===== config.mk =====
export PLATFORM = sky130hd
export DESIGN_NAME = integer_to_radix_digits_core
export DESIGN_NICKNAME = d
export VERILOG_FILES = /design/src/design/itrd_pkg.sv /design/src/design/itrd_ctrl.sv /design/src/design/itrd_datapath.sv /design/src/design/integer_to_radix_digits_core.sv
export VERILOG_INCLUDE_DIRS = /design/src /design/src/design
export SDC_FILE = /design/constraint.sdc
export NUM_CORES = 1
export LEC_CHECK = 0
export ABC_AREA = 1
export BUFFER_PORTS_ARGS = -buffer_cell sky130_fd_sc_hd__buf_2
export CAP_MARGIN = 20
export CORE_ASPECT_RATIO = 2
export CORE_MARGIN = 2
export CORE_UTILIZATION = 50
export CTS_BUF_LIST = sky130_fd_sc_hd__clkbuf_16
export DETAILED_ROUTE_END_ITERATION = 8
export PLACE_DENSITY = 0.67
export SLEW_MARGIN = 30
export SYNTH_ARGS = -nofsm -noshare
export SYNTH_HDL_FRONTEND = slang
export SYNTH_SLANG_ARGS = --single-unit
export TNS_END_PERCENT = 20

===== constraint.sdc =====
create_clock -name aclk -period 4.18 [get_ports aclk]
set_clock_uncertainty 0.15 [all_clocks]
set_input_delay 0.418 -clock aclk [delete_from_list [all_inputs] [get_ports aclk]]
set_output_delay 0.418 -clock aclk [all_outputs]
set_load 0.005 [all_outputs]

===== src/design/integer_to_radix_digits_core_assert.svh =====
// Assertion macros used by the datapath.
`ifndef INTEGER_TO_RADIX_DIGITS_CORE_ASSERT_SVH
`define INTEGER_TO_RADIX_DIGITS_CORE_ASSERT_SVH

// Property that must hold at every clock edge outside reset.
`define ITRD_ASSERT(lbl, clk, rstn, prop, msg) \
    lbl: assert property (@(posedge clk) disable iff (!rstn) (prop)) else $error(msg);

// Property that must hold in the cycle after a trigger condition.
`define ITRD_ASSERT_NEXT(lbl, clk, rstn, cond, prop, msg) \
    lbl: assert property (@(posedge clk) disable iff (!rstn) (cond) |=> (prop)) else $error(msg);

`endif


===== src/design/itrd_pkg.sv =====
package itrd_pkg;

    // Field widths and defaults
    localparam int VALUE_BITS_DEF = 31;
    localparam int RADIX_W        = 6;
    localparam int CHAR_W         = 7;

    localparam logic [RADIX_W-1:0] RADIX_MIN   = 6'd2;
    localparam logic [RADIX_W-1:0] RADIX_MAX   = 6'd36;
    localparam logic [RADIX_W-1:0] RADIX_RESET = 6'd10;

    // ASCII mapping constants
    localparam logic [CHAR_W-1:0] CHAR_ZERO  = 7'd48;
    localparam logic [CHAR_W-1:0] CHAR_A     = 7'd65;
    localparam logic [CHAR_W-1:0] DEC_DIGITS = 7'd10;

    // Controller to datapath commands
    typedef struct packed {
        logic start;
        logic div_step;
        logic out_load;
    } ctrl_cmd_t;

    // Datapath to controller status
    typedef struct packed {
        logic bit_last;
        logic quot_zero;
        logic ptr_zero;
        logic out_free;
    } dp_status_t;

    // Clamp the programmed radix into the supported range
    function automatic logic [RADIX_W-1:0] effective_radix(input logic [RADIX_W-1:0] r);
        logic [RADIX_W-1:0] res;
        if (r < RADIX_MIN) begin
            res = RADIX_MIN;
        end else if (r > RADIX_MAX) begin
            res = RADIX_MAX;
        end else begin
            res = r;
        end
        return res;
    endfunction

    // Digit value to '0'-'9' / 'A'-'Z'
    function automatic logic [CHAR_W-1:0] digit_to_ascii(input logic [RADIX_W-1:0] d);
        logic [CHAR_W-1:0] ext;
        logic [CHAR_W-1:0] res;
        ext = {1'b0, d};
        if (ext < DEC_DIGITS) begin
            res = CHAR_ZERO + ext;
        end else begin
            res = CHAR_A - DEC_DIGITS + ext;
        end
        return res;
    endfunction

endpackage


===== src/design/itrd_ctrl.sv =====
module itrd_ctrl import itrd_pkg::*; (
    input  logic       aclk,
    input  logic       aresetn,
    input  logic       s_valid,
    output logic       s_ready,
    input  dp_status_t status,
    output ctrl_cmd_t  cmd
);

    typedef enum logic [3:0] {
        ST_IDLE  = 4'b0001,
        ST_DIV   = 4'b0010,
        ST_FETCH = 4'b0100,
        ST_LOAD  = 4'b1000
    } state_t;

    state_t state_reg;
    state_t state_next;

    // Next state and commands
    always_comb begin
        state_next   = state_reg;
        cmd.start    = 1'b0;
        cmd.div_step = 1'b0;
        cmd.out_load = 1'b0;
        s_ready      = 1'b0;
        unique case (state_reg)
            ST_IDLE: begin
                s_ready = 1'b1;
                if (s_valid) begin
                    cmd.start  = 1'b1;
                    state_next = ST_DIV;
                end
            end
            ST_DIV: begin
                cmd.div_step = 1'b1;
                if (status.bit_last && status.quot_zero) begin
                    state_next = ST_FETCH;
                end
            end
            // wait state for the registered digit buffer read
            ST_FETCH: begin
                state_next = ST_LOAD;
            end
            ST_LOAD: begin
                if (status.out_free) begin
                    cmd.out_load = 1'b1;
                    state_next   = status.ptr_zero ? ST_IDLE : ST_FETCH;
                end
            end
            default: begin
                state_next = ST_IDLE;
            end
        endcase
    end

    // State register
    always_ff @(posedge aclk) begin
        if (!aresetn) begin
            state_reg <= ST_IDLE;
        end else begin
            state_reg <= state_next;
        end
    end

endmodule


===== src/design/itrd_datapath.sv =====
`include "integer_to_radix_digits_core_assert.svh"

module itrd_datapath import itrd_pkg::*; #(
    parameter int VALUE_BITS = VALUE_BITS_DEF
) (
    input  logic                  aclk,
    input  logic                  aresetn,
    input  logic                  cfg_wr_en,
    input  logic [RADIX_W-1:0]    cfg_wr_data,
    input  logic [VALUE_BITS-1:0] s_value,
    output logic                  m_valid,
    input  logic                  m_ready,
    output logic [CHAR_W-1:0]     m_digit_char,
    output logic                  m_last,
    input  ctrl_cmd_t             cmd,
    output dp_status_t            status
);

    localparam int IDX_W  = $clog2(VALUE_BITS);
    localparam int BCNT_W = $clog2(VALUE_BITS);
    localparam logic [BCNT_W-1:0] BIT_LAST_IDX = BCNT_W'(VALUE_BITS - 1);

    logic [RADIX_W-1:0]    radix_reg, radix_next;
    logic [RADIX_W-1:0]    base_reg, base_next;
    logic [VALUE_BITS-1:0] q_reg, q_next;
    logic [RADIX_W-1:0]    r_reg, r_next;
    logic [BCNT_W-1:0]     bcnt_reg, bcnt_next;
    logic [IDX_W-1:0]      ptr_reg, ptr_next;
    logic [RADIX_W-1:0]    rd_data_reg;
    logic [CHAR_W-1:0]     char_reg, char_next;
    logic                  last_reg, last_next;
    logic                  valid_reg, valid_next;

    // digit buffer, least significant digit at index 0
    logic [RADIX_W-1:0]    digit_mem [VALUE_BITS];

    logic [RADIX_W:0]      trial;
    logic [RADIX_W:0]      trial_diff;
    logic                  trial_ge;
    logic [RADIX_W-1:0]    r_step;
    logic [VALUE_BITS-1:0] q_step;
    logic                  digit_wr;

    // One restoring division step: one quotient bit per cycle
    always_comb begin
        trial      = {r_reg, q_reg[VALUE_BITS-1]};
        trial_diff = trial - {1'b0, base_reg};
        trial_ge   = (trial >= {1'b0, base_reg});
        r_step     = trial_ge ? trial_diff[RADIX_W-1:0] : trial[RADIX_W-1:0];
        q_step     = {q_reg[VALUE_BITS-2:0], trial_ge};
    end

    // Status to the controller
    always_comb begin
        status.bit_last  = (bcnt_reg == '0);
        status.quot_zero = (q_step == '0);
        status.ptr_zero  = (ptr_reg == '0);
        status.out_free  = !valid_reg || m_ready;
    end

    assign digit_wr = cmd.div_step && status.bit_last;

    // Division and pointer next state
    always_comb begin
        radix_next = cfg_wr_en ? cfg_wr_data : radix_reg;
        base_next  = base_reg;
        q_next     = q_reg;
        r_next     = r_reg;
        bcnt_next  = bcnt_reg;
        ptr_next   = ptr_reg;
        if (cmd.start) begin
            base_next = effective_radix(radix_reg);
            q_next    = s_value;
            r_next    = '0;
            bcnt_next = BIT_LAST_IDX;
            ptr_next  = '0;
        end else if (cmd.div_step) begin
            q_next = q_step;
            if (status.bit_last) begin
                // digit done: restart remainder for the next digit
                r_next    = '0;
                bcnt_next = BIT_LAST_IDX;
                if (!status.quot_zero) begin
                    ptr_next = ptr_reg + IDX_W'(1);
                end
            end else begin
                r_next    = r_step;
                bcnt_next = bcnt_reg - BCNT_W'(1);
            end
        end else if (cmd.out_load && !status.ptr_zero) begin
            ptr_next = ptr_reg - IDX_W'(1);
        end
    end

    // Output register next state
    always_comb begin
        char_next  = char_reg;
        last_next  = last_reg;
        valid_next = valid_reg;
        if (cmd.out_load) begin
            char_next  = digit_to_ascii(rd_data_reg);
            last_next  = status.ptr_zero;
            valid_next = 1'b1;
        end else if (m_ready) begin
            valid_next = 1'b0;
        end
    end

    // Control and datapath registers
    always_ff @(posedge aclk) begin
        if (!aresetn) begin
            radix_reg <= RADIX_RESET;
            base_reg  <= RADIX_RESET;
            r_reg     <= '0;
            q_reg     <= '0;
            bcnt_reg  <= '0;
            ptr_reg   <= '0;
            valid_reg <= 1'b0;
        end else begin
            radix_reg <= radix_next;
            base_reg  <= base_next;
            r_reg     <= r_next;
            q_reg     <= q_next;
            bcnt_reg  <= bcnt_next;
            ptr_reg   <= ptr_next;
            valid_reg <= valid_next;
        end
    end

    // Output payload
    always_ff @(posedge aclk) begin
        char_reg <= char_next;
        last_reg <= last_next;
    end

    // Digit buffer: one write port, registered read
    always_ff @(posedge aclk) begin
        if (digit_wr) begin
            digit_mem[ptr_reg] <= r_step;
        end
        rd_data_reg <= digit_mem[ptr_reg];
    end

    assign m_valid      = valid_reg;
    assign m_digit_char = char_reg;
    assign m_last       = last_reg;

    `ITRD_ASSERT(a_rem_below_base, aclk, aresetn, r_reg < base_reg, "remainder not below radix")
    `ITRD_ASSERT(a_base_range, aclk, aresetn, (base_reg >= RADIX_MIN) && (base_reg <= RADIX_MAX), "radix out of range")
    `ITRD_ASSERT(a_load_when_free, aclk, aresetn, !cmd.out_load || status.out_free, "output overwritten")
    `ITRD_ASSERT_NEXT(a_ptr_hold_msd, aclk, aresetn, digit_wr && status.quot_zero, $stable(ptr_reg), "pointer moved at end of division")

endmodule


===== src/design/integer_to_radix_digits_core.sv =====
// All D digits (D = digit count) are divided out before m_valid rises.
// Each division step yields one quotient bit; one digit takes VALUE_BITS division steps.
// Per character: buffer read, then output register load once the output is free.
// A new item is accepted once the last character sits in the output register.
// Reset (aresetn low, synchronous) clears control and output valid, sets radix to 10.
module integer_to_radix_digits_core import itrd_pkg::*; #(
    parameter int VALUE_BITS = VALUE_BITS_DEF
) (
    input  logic                  aclk,
    input  logic                  aresetn,
    input  logic                  cfg_wr_en,
    input  logic [RADIX_W-1:0]    cfg_wr_data,
    input  logic                  s_valid,
    output logic                  s_ready,
    input  logic [VALUE_BITS-1:0] s_value,
    output logic                  m_valid,
    input  logic                  m_ready,
    output logic [CHAR_W-1:0]     m_digit_char,
    output logic                  m_last
);

    ctrl_cmd_t  cmd;
    dp_status_t status;

    // Sequencer
    itrd_ctrl u_ctrl (
        .aclk    (aclk),
        .aresetn (aresetn),
        .s_valid (s_valid),
        .s_ready (s_ready),
        .status  (status),
        .cmd     (cmd)
    );

    // Divider, digit buffer and output register
    itrd_datapath #(
        .VALUE_BITS (VALUE_BITS)
    ) u_datapath (
        .aclk         (aclk),
        .aresetn      (aresetn),
        .cfg_wr_en    (cfg_wr_en),
        .cfg_wr_data  (cfg_wr_data),
        .s_value      (s_value),
        .m_valid      (m_valid),
        .m_ready      (m_ready),
        .m_digit_char (m_digit_char),
        .m_last       (m_last),
        .cmd          (cmd),
        .status       (status)
    );

endmodule

-- Yosys cells after proc, flatten, opt, wreduce, memory -nomap -nowiden
Memories as Yosys holds them, arrays and structs flattened. A register that Yosys moved wholly into a read port is not among the register bits.
Index checks and enable logic that the tools add are counted.
- memory bits (writable): 186
- memories: 1
- flip-flop bits (word level): 72
- input bits: 42
- output and inout bits: 10
- memory list (memory ; words ; bits a word ; rd ports ; clocked after Yosys merged registers in ; wr ports ; RTL line ; RTL):
    u_datapath.digit_mem ; 31 ; 6 ; 1 ; 1 ; 1 ; itrd_datapath.sv:35 ; logic [RADIX_W-1:0] digit_mem [VALUE_BITS];
- eq/ne operators: 9
- bitwise logic cells: 1
- mux-type cells: 29
- order comparisons: 4
- reductions and logical operators: 15
- $add $sub $neg: 6
- operator list (kind ; count):
    31-bit two-way mux ; 2
    5-bit two-way mux ; 7
    31-bit zero test ; 1
    6-bit two-way mux ; 4
    4-bit one-hot mux with 4 select lines ; 1
    6-bit by 6-bit adder with 7-bit output, first input constant ; 2
    4-bit two-way mux ; 3
    5-bit zero test ; 2
    1-bit two-way mux ; 10
    5-bit by 1-bit subtractor with 5-bit output, second input constant ; 2
    2-bit inequality test, second input constant ; 4
    7-bit by 6-bit >= comparator with 1-bit output ; 1
    7-bit two-way mux ; 1
    6-bit > comparator, second input constant ; 1
    6-bit by 2-bit < comparator with 1-bit output, second input constant ; 1
    6-bit by 4-bit < comparator with 1-bit output, second input constant ; 1
    3-bit AND reduction ; 2
    2-bit nonzero test ; 3
    6-bit subtractor ; 1
    5-bit by 1-bit adder with 5-bit output, second input constant ; 1
    4-bit by 1-bit equality test with 1-bit output, second input constant ; 1
    4-bit by 2-bit equality test with 1-bit output, second input constant ; 1
    4-bit by 3-bit equality test with 1-bit output, second input constant ; 1
    4-bit equality test, second input constant ; 1
    other kinds (7) ; 10

-- Longest topological paths before layout
Gate-level depths: netlist of the first run.
- depth after elaboration: 7
- depth in mapped cells: 13
- gate-level depth less buffers: 13

-- Hierarchy
A second synthesis of the first run with hierarchy kept.
- cell total of the unflattened synthesis: 1039
- area total of the unflattened synthesis: 11314.6 µm²
- by module, submodules not included (module ; seq. area each (µm²) ; cells an instance ; instances ; area each (µm²)):
    itrd_datapath ; 7146.9 ; 990 ; 1 ; 10993.0
    itrd_ctrl ; 80.1 ; 49 ; 1 ; 321.6

-- Least setup slack after synthesis of the first run
Ideal clock, no wire load.
- kind: register -> register
- from: reg u_datapath.q_reg[30]
- to: mem u_datapath.digit_mem[0][4], data pin
- data arrival time: 2.519 ns
- stages on the path, launching flop included: 9
- clock period less this slack: 3.125 ns
- setup time: 0.456 ns
- required time: 3.574 ns
- path slack: 1.055 ns
- cell sequence: dfxtp_1 -> inv_1 -> ha_1 -> inv_1 -> fa_1 -> nand3_1 -> nand2_1 -> xnor2_1 -> o21ai_0
- longest elaborated chain between the ends: 2
- elaborated cells on any way between the ends: 3
- those cells by class: add/sub: 1; order compare: 1; mux: 1
- ends and longest elaborated chain (item ; RTL line ; RTL):
    start: declaration ; itrd_datapath.sv:25 ; logic [VALUE_BITS-1:0] q_reg, q_next;
    start signal: assignment ; itrd_datapath.sv:123 ; q_reg <= q_next;
    6-bit subtractor or 7-bit by 6-bit >= comparator with 1-bit output (tied branches) ; itrd_datapath.sv:47, itrd_datapath.sv:48 ;
    6-bit two-way mux * ; itrd_datapath.sv:49 ; r_step = trial_ge ? trial_diff[RADIX_W-1:0] : trial[RADIX_W-1:0];
    net u_datapath.r_step[4] ; itrd_datapath.sv:40 ; logic [RADIX_W-1:0] r_step;
    end: declaration ; itrd_datapath.sv:35 ;
The timed path passes the listed nets; every way through them passes the cells marked *.

-- Worst setup path in the final report of the first run
- from: reg u_datapath.bcnt_reg[0]
- to: mem u_datapath.digit_mem[14][0] (enable)
- longest elaborated chain between the ends: 4
- ends and longest elaborated chain (item ; RTL line ; RTL):
    start: declaration ; itrd_datapath.sv:27 ; logic [BCNT_W-1:0] bcnt_reg, bcnt_next;
    start signal: assignment ; itrd_datapath.sv:124 ; bcnt_reg <= bcnt_next;
    5-bit zero test ; itrd_datapath.sv:55 ; status.bit_last = (bcnt_reg == '0);
    1-bit logical AND ; itrd_datapath.sv:61 ; assign digit_wr = cmd.div_step && status.bit_last;
    1-bit two-way mux ; itrd_datapath.sv:138 ; if (digit_wr) begin
    1-bit two-way mux (not written as such) ; itrd_datapath.sv:139 ; digit_mem[ptr_reg] <= r_step;
Every way passes these cells.

==> results of run 1 <==
worst paths after layout:
kind,startpoint,endpoint,cells after the start
setup / recovery,u_datapath.bcnt_reg[0],u_datapath.digit_mem[14][0],8
setup reg to reg,u_datapath.bcnt_reg[0],u_datapath.digit_mem[14][0],8
hold reg to reg,u_datapath.base_reg[0],u_datapath.base_reg[0],2
hold / removal,s_value[9],u_datapath.q_reg[9],3
per-stage QoR:
stage / setup WS, ns / hold slack, ns / power, mW / utilization
floorplan: 1.06 / 0.282 / 3.21 / -
global placement: 1.35 / 0.296 / 3.32 / 0.531
detailed placement: 1.23 / 0.307 / 3.33 / 0.531
CTS: 1.21 / 0.000158 / 5.33 / 0.567
global route: 1.30 / 0.0168 / 5.47 / 0.567
finish: 1.49 / 0.0155 / 5.29 / 0.567
logic make-up after synthesis:
group | count (synthesis) | synth area share
AO/OA/AOI/OAI | 209 | 0.127
XOR/XNOR | 12 | 0.00959
adder cells (fa/ha/maj) | 15 | 0.0185
buffers and inverters | 106 | 0.0451
flip-flops | 264 | 0.660
AND/OR/NAND/NOR | 369 | 0.140
placed cells by master (no fill, tap or decap), drive strengths merged:
master       instances
nand2              210
edfxtp             194
nor2                98
a22oi               85
inv                 73
dfxtp               70
a21oi               60
buf                 59
nand3               26
a31oi               25
clkbuf              23
o21ai               22
nor3                19
ha                  13
or2                 13
clkinv              11
xor2                 7
a221oi               6
dlygate4sd3          6
xnor2                5
o21a                 5
o211ai               4
clkinvlp             3
and2                 2
fa                   2
bufinv               2
nand4                1
o32ai                1
o22ai                1
layout make-up:
class,count,area [sq um],area share
well taps,273,342,0.0280
flip-flops and latches,264,7230,0.593
clock inverters,17,125,0.0103
clock buffers,23,576,0.0472
repair buffers,65,400,0.0329
multi-input cells,605,3250,0.266
inverters,72,270,0.0222
timing repair:
action	CTS	global route
hold endpoints to repair	5	0
hold buffers	6	0
setup endpoints to repair	0	0
buffers inserted	0	0
critical path: stages (launching register included):
cell and delay, ns:
dfxtp_1 0.32, inv_1 0.08, ha_1 0.16, inv_1 0.06, nor3_1 0.19, nand2_1 0.14, nor2_2 0.26, nand2_1 0.37
nor2_1 0.61
synth_stat cells, types with 5 or more instances:
cell      count  share of area
nand2_1     206          0.071
edfxtp_1    194           0.53
nor2_1       91          0.031
a22oi_1      75          0.051
dfxtp_1      70           0.13
a21oi_1      60          0.027
inv_1        57          0.020
nand3_1      26          0.012
a31oi_1      25          0.014
o21ai_0      21         0.0096
buf_2        17         0.0078
nor3_1       17         0.0078
ha_1         13          0.015
inv_2        11         0.0038
a22oi_2      10          0.011
or2_0         8         0.0046
buf_6         7         0.0072
xor2_1        7         0.0056
a221oi_1      6         0.0048
clkbuf_1      6         0.0021
o21a_1        5         0.0034
xnor2_1       5         0.0040
layer usage:
layer,vias to the layer above,GRT usage,part of all wire
met3,47,0.0219,0.037
met2,181,0.426,0.58
met4,0,0.0928,0.036
li1,3557,-,-
met1,3511,0.221,0.35
met5,-,0,0
power by group through the flow:
| stage | Sequential [mW] | Combinational [mW] | Clock [mW] |
|---|---|---|---|
| floorplan | 2.94 | 0.271 | 0 |
| global placement | 2.95 | 0.371 | 0 |
| detailed placement | 2.95 | 0.378 | 0 |
| CTS | 2.89 | 0.384 | 2.05 |
| global route | 2.90 | 0.432 | 2.14 |
| finish | 2.89 | 0.378 | 2.02 |
==> metrics.md, run 1 <==
| Metric | Value |
|---|---|
| Outcome | completed |
| Worst skew pair latency | 0.52 ns |
| DRT iter0 DRCs | 452 |
| Post-synth top flop | edfxtp_1 |
| Syn-to-layout area delta | 11.2% |
| Critical path endpoint category | register |
| HPWL after detailed placement | 16200 um |
| Synth Net Count | 1032 |
| Peak supply drop | 0.420 mV |
| Least-Margin Pin Slew | 0.650 ns |
| Final Cycle Share | 0.644 |
| Clock transition at the registers of the reported paths | 0.07 ns |
| Switching share of total power | 0.224 |
| Root buf cell | clkbuf_16 |
| Worst slew margin | 0.565 |
| Post-synth cell types | 38 |
| Total CTS buffers | 22 |
| Initial antenna violation count | 0 |
| Die width | 109 um |
| Antenna Violating Nets Remaining | 0 |
| Cell Rows | 76 |
| I/O pin count | 52 |
| IO Port Bufs | 51 |
| Max reg flops | 186 |
| CP Data Required Time | 4.17 ns |
| Post-synthesis sequential area ratio | 0.660 |
| Post-synth EDFFs | 194 |
| Post-Synthesis Cell Area | 11000 sq um |
| Sink Count | 264 |
| Die area | 23200 sq um |
| Global placer's final weighted congestion | 0.843 |
| Setup tns final | 0 ns |
| Placed cell count | 1273 |
| #FFs+latches synth | 264 |
| Final slew viol count | 0 |
| GRT Overall Usage | 0.215 |
| Placeable Area | 21500 sq um |
| Psw | 1.18 mW |
| Die height | 213 um |
| Fmax achieved | 372 MHz |
| Combinational group share of total power | 0.072 |
| Largest net degree at the start of global routing | 43 |
| Unrepaired setup endpoints after global routing | false |
| Worst EP arrival | 2.69 ns |
| Clock Path Buffers | 3 |
| First-pass GRT wire length | 37800 um |
| Fin crit period | 2.69 ns |
| WL final | 24000 um |
| Post-synth ARST share | 0 |
| Critical path startpoint category | register |
| Dpl cell area | 11400 sq um |
| Share of cells above drive strength 1 | 0.123 |
| H-tree lvl count | 1 |
| Number of diodes | 0 |
| Clock Power Share | 0.381 |
| CTS tree | done |
| Via density | 5.53 |
| Worst-path fanout max | 8 |
| Vias in the first global route | 7334 |
| Setup violators final | 0 |
| Syn. warnings | 0 |
| Flop pwr share | 0.547 |
| Final Hold Vio Count | 0 |
| # nets final | 1087 |
| Via Count | 7296 |
| Initial Util | 0.510 |
| Wire per inst | 18.2 um |
| Post-Layout Inst Area | 12200 sq um |
| Hold Crit Class | input port to register |
| Max Cap Viol | 0 |
| Fillers | 1875 |
| Remaining DRCs | 0 |
| Avg Inst Size Synth | 11.2 sq um |
| Grt total ovfl | 0 |
| Worst R2R Setup Slack | 1.49 ns |
| Drt pass-1 iters | 5 |
| PwrDens | 434 nW/um^2 |
| Leakage power | 4.38 nW |
| Mapped Cells | 975 |
| Post-CTS Resized | 0 |
| Internal Power | 4.11 mW |
| Kind of critical path | register to register |
| Post-Layout Cell Count | 1319 |
Note: power is estimated with default switching activity, not from simulation.
==> run 2: changes to the inputs <==
==> constraint.sdc (replaced) <==
create_clock -name aclk -period 2.5 [get_ports aclk]
set_clock_uncertainty 0.15 [all_clocks]
set_input_delay 0.25 -clock aclk [delete_from_list [all_inputs] [get_ports aclk]]
set_output_delay 0.25 -clock aclk [all_outputs]
set_load 0.005 [all_outputs]
==> run 2 against run 1 <==
Power is 75% higher; core utilization up 5.1 points; flip-flop and latch count unchanged; global-route usage rose by 1.8 points; critical endpoint is now u_datapath.radix_reg[1]; largest cell class unchanged; highest routed layer unchanged.
==> metrics.md, run 2 (synthesized netlist as in run 1, its figures left out) <==
| Metric | Value |
|---|---|
| Final Hold Vio Count | 0 (unchanged) |
| I/O pin count | 52 (unchanged) |
| R2R Path End | u_datapath.digit_mem[5][4] |
| Worst R2R Setup Slack | 0.16 ns (-1.33 ns) |
| Worst path bufs/invs | 6 (+4) |
| Total CTS buffers | 24 (+9.1%) |
| Met2 usage in global routing | 0.476 (+0.0498) |
| HPWL after detailed placement | 18300 um (+13%) |
| Die area | 23200 sq um (unchanged) |
| GRT Overall Usage | 0.233 (+0.0180) |
| Root buf cell | clkbuf_16 |
| Initial antenna violation count | 0 (unchanged) |
| Setup violators final | 0 (unchanged) |
| Crit-path leading delay family | buffers and inverters |
| Global placer's final weighted congestion | 0.809 (-4.0%) |
| GR Util met3 | 0.0234 (+0.00152) |
| Peak supply drop | 0.734 mV (+75%) |
| Sink Count | 264 (unchanged) |
| Antenna Violating Nets Remaining | 0 (unchanged) |
| Least-Margin Pin Slew | 0.537 ns (-0.113 ns) |
| Leakage power | 4.98 nW (+14%) |
| DRT iter0 DRCs | 367 (-19%) |
| Vias in the first global route | 8142 (+11%) |
| Clock Path Buffers | 3 (unchanged) |
| Kind of critical path | input port to register |
| Via Count | 7795 (+6.8%) |
| Drt pass-1 iters | 5 (unchanged) |
| Remaining DRCs | 0 (unchanged) |
| Path depth of the worst reg2reg path | 9 (+1) |
| Grt total ovfl | 0 (unchanged) |
| Slowest CP cell | dlygate4sd3_1 |
| Final slew viol count | 0 (unchanged) |
| Crit-path cells | dlygate4sd3_1 -> clkbuf_4 -> inv_2 -> buf_6 -> a21oi_1 -> dlygate4sd3_1 -> o21ai_0 -> dlygate4sd3_1 |
| # nets final | 1199 (+10%) |
| H-tree lvl count | 1 (unchanged) |
| Unrepaired setup endpoints after global routing | false |
| Number of diodes | 0 (unchanged) |
| Worst Min Path Start | cfg_wr_en |
| GR Layer Usage met1 | 0.213 (-0.00771) |
| Most frequent cells in the layout | nand2_1, edfxtp_1, nor2_1, a22oi_1, dfxtp_1 |
| Critical path startpoint category | input port |
| Die height | 213 um (unchanged) |
| Final Cycle Share | 0.949 |
| Syn-to-layout area delta | 21.1% |
| Most used cell, CP | dlygate4sd3_1 |
| Worst r2r src | u_datapath.bcnt_reg[0] |
| Fillers | 1743 (-7.0%) |
| Setup tns final | 0 ns (unchanged) |
| IO Port Bufs | 51 (unchanged) |
| Largest net degree at the start of global routing | 38 (-12%) |
| Worst-path fanout max | 36 (+28) |
| Hold Crit Class | input port to register |
| Worst EP arrival | 2.63 ns (-0.06 ns) |
| Placeable Area | 21500 sq um (unchanged) |
| CP Data Required Time | 2.76 ns (-1.41 ns) |
| PwrDens | 695 nW/um^2 (+60%) |
| Max reg flops | 186 (unchanged) |
| Fmax achieved | 422 MHz |
| Worst slew margin | 0.640 (+0.0748) |
| WHS Path Cells | 3 (unchanged) |
| Initial Util | 0.510 (unchanged) |
| Most common cell after layout, fill and taps aside | nand2_1 |
| Critical path endpoint category | register |
| Fin util | 0.618 (+0.0507) |
| Wire per inst | 18.2 um (+0.27%) |
| Via density | 5.44 (-1.7%) |
| First-pass GRT wire length | 40700 um (+7.7%) |
| Clock transition at the registers of the reported paths | 0.06 ns (about the same) |
| Grt peak-use layer | met2 |
| CTS tree | done |
| Fin crit period | 2.37 ns |
| Die width | 109 um (unchanged) |
| Cell Rows | 76 (unchanged) |
| Hold EP | u_datapath.radix_reg[2] |
| Share of cells above drive strength 1 | 0.169 (+0.0456) |
| WL final | 26100 um (+8.9%) |
| Worst skew pair latency | 0.52 ns (about the same) |
| Slowest Stage Delay on Critical Path | 0.57 ns (-0.04 ns) |
| Max Cap Viol | 0 (unchanged) |
| Outcome | completed |
==> run 2: worst max-delay path by stage <==
stage                           startpoint                           to  slack, ns  cells past startpoint
CTS                                aresetn      u_datapath.radix_reg[1]       0.09                      8
finish                             aresetn      u_datapath.radix_reg[1]       0.13                      8
global route                       aresetn      u_datapath.radix_reg[1]       0.01                      8
floorplan           u_datapath.base_reg[2]   u_datapath.digit_mem[0][2]       0.22                      9
detailed placement     u_datapath.r_reg[1]  u_datapath.digit_mem[24][5]       0.20                     10
global placement    u_datapath.base_reg[2]  u_datapath.digit_mem[13][5]       0.26                     11
==> run 2: report_power, final <==
| part | internal, mW | switching [mW] | total (mW) |
|---|---|---|---|
| clock | 2.12 | 1.54 | 3.66 |
| sequential | 4.78 | 0.0641 | 4.84 |
| combinational | 0.295 | 0.430 | 0.725 |
| total | 7.19 | 2.04 | 9.23 |
==> run 2: per-stage QoR <==
step	worst slack, ns	hold WS [ns]	std cells	area [sq um]	total power, mW
2_1_floorplan	0.223	0.211	975	11000	5.37
3_3_place_gp	0.259	0.299	1333	11900	5.58
3_5_place_dp	0.200	0.308	1333	11900	5.59
4_1_cts	0.0894	0.00757	1427	13200	9.29
6_report	0.129	0.0534	1433	13300	9.23
5_1_grt	0.0115	0.122	1433	13300	9.54
==> run 2: per-layer routing <==
layer	vias up	share of wire
li1	3786	-
met1	3736	0.33
met2	208	0.59
met3	65	0.028
met4	0	0.054
met5	-	0
==> run 2: layout make-up <==
cell class,instances,area [sq um],area share
clock buffers,25,626,0.0471
well taps,273,342,0.0257
inverters,72,270,0.0204
flip-flops and latches,264,7230,0.544
repair buffers,175,1410,0.106
multi-input cells,605,3240,0.244
clock inverters,19,165,0.0124
==> run 2: what timing repair did <==
item,4_1_cts,5_1_grt
setup buffers,0,6
gates resized for setup,0,2
endpoints found under the hold margin,45,0
endpoints found under the setup margin,0,63
hold buffers,50,0
==> run 2: worst min-delay path, cell delays in order <==
cell and delay (ns):
buf_2 0.14, inv_1 0.13, a21oi_1 0.16
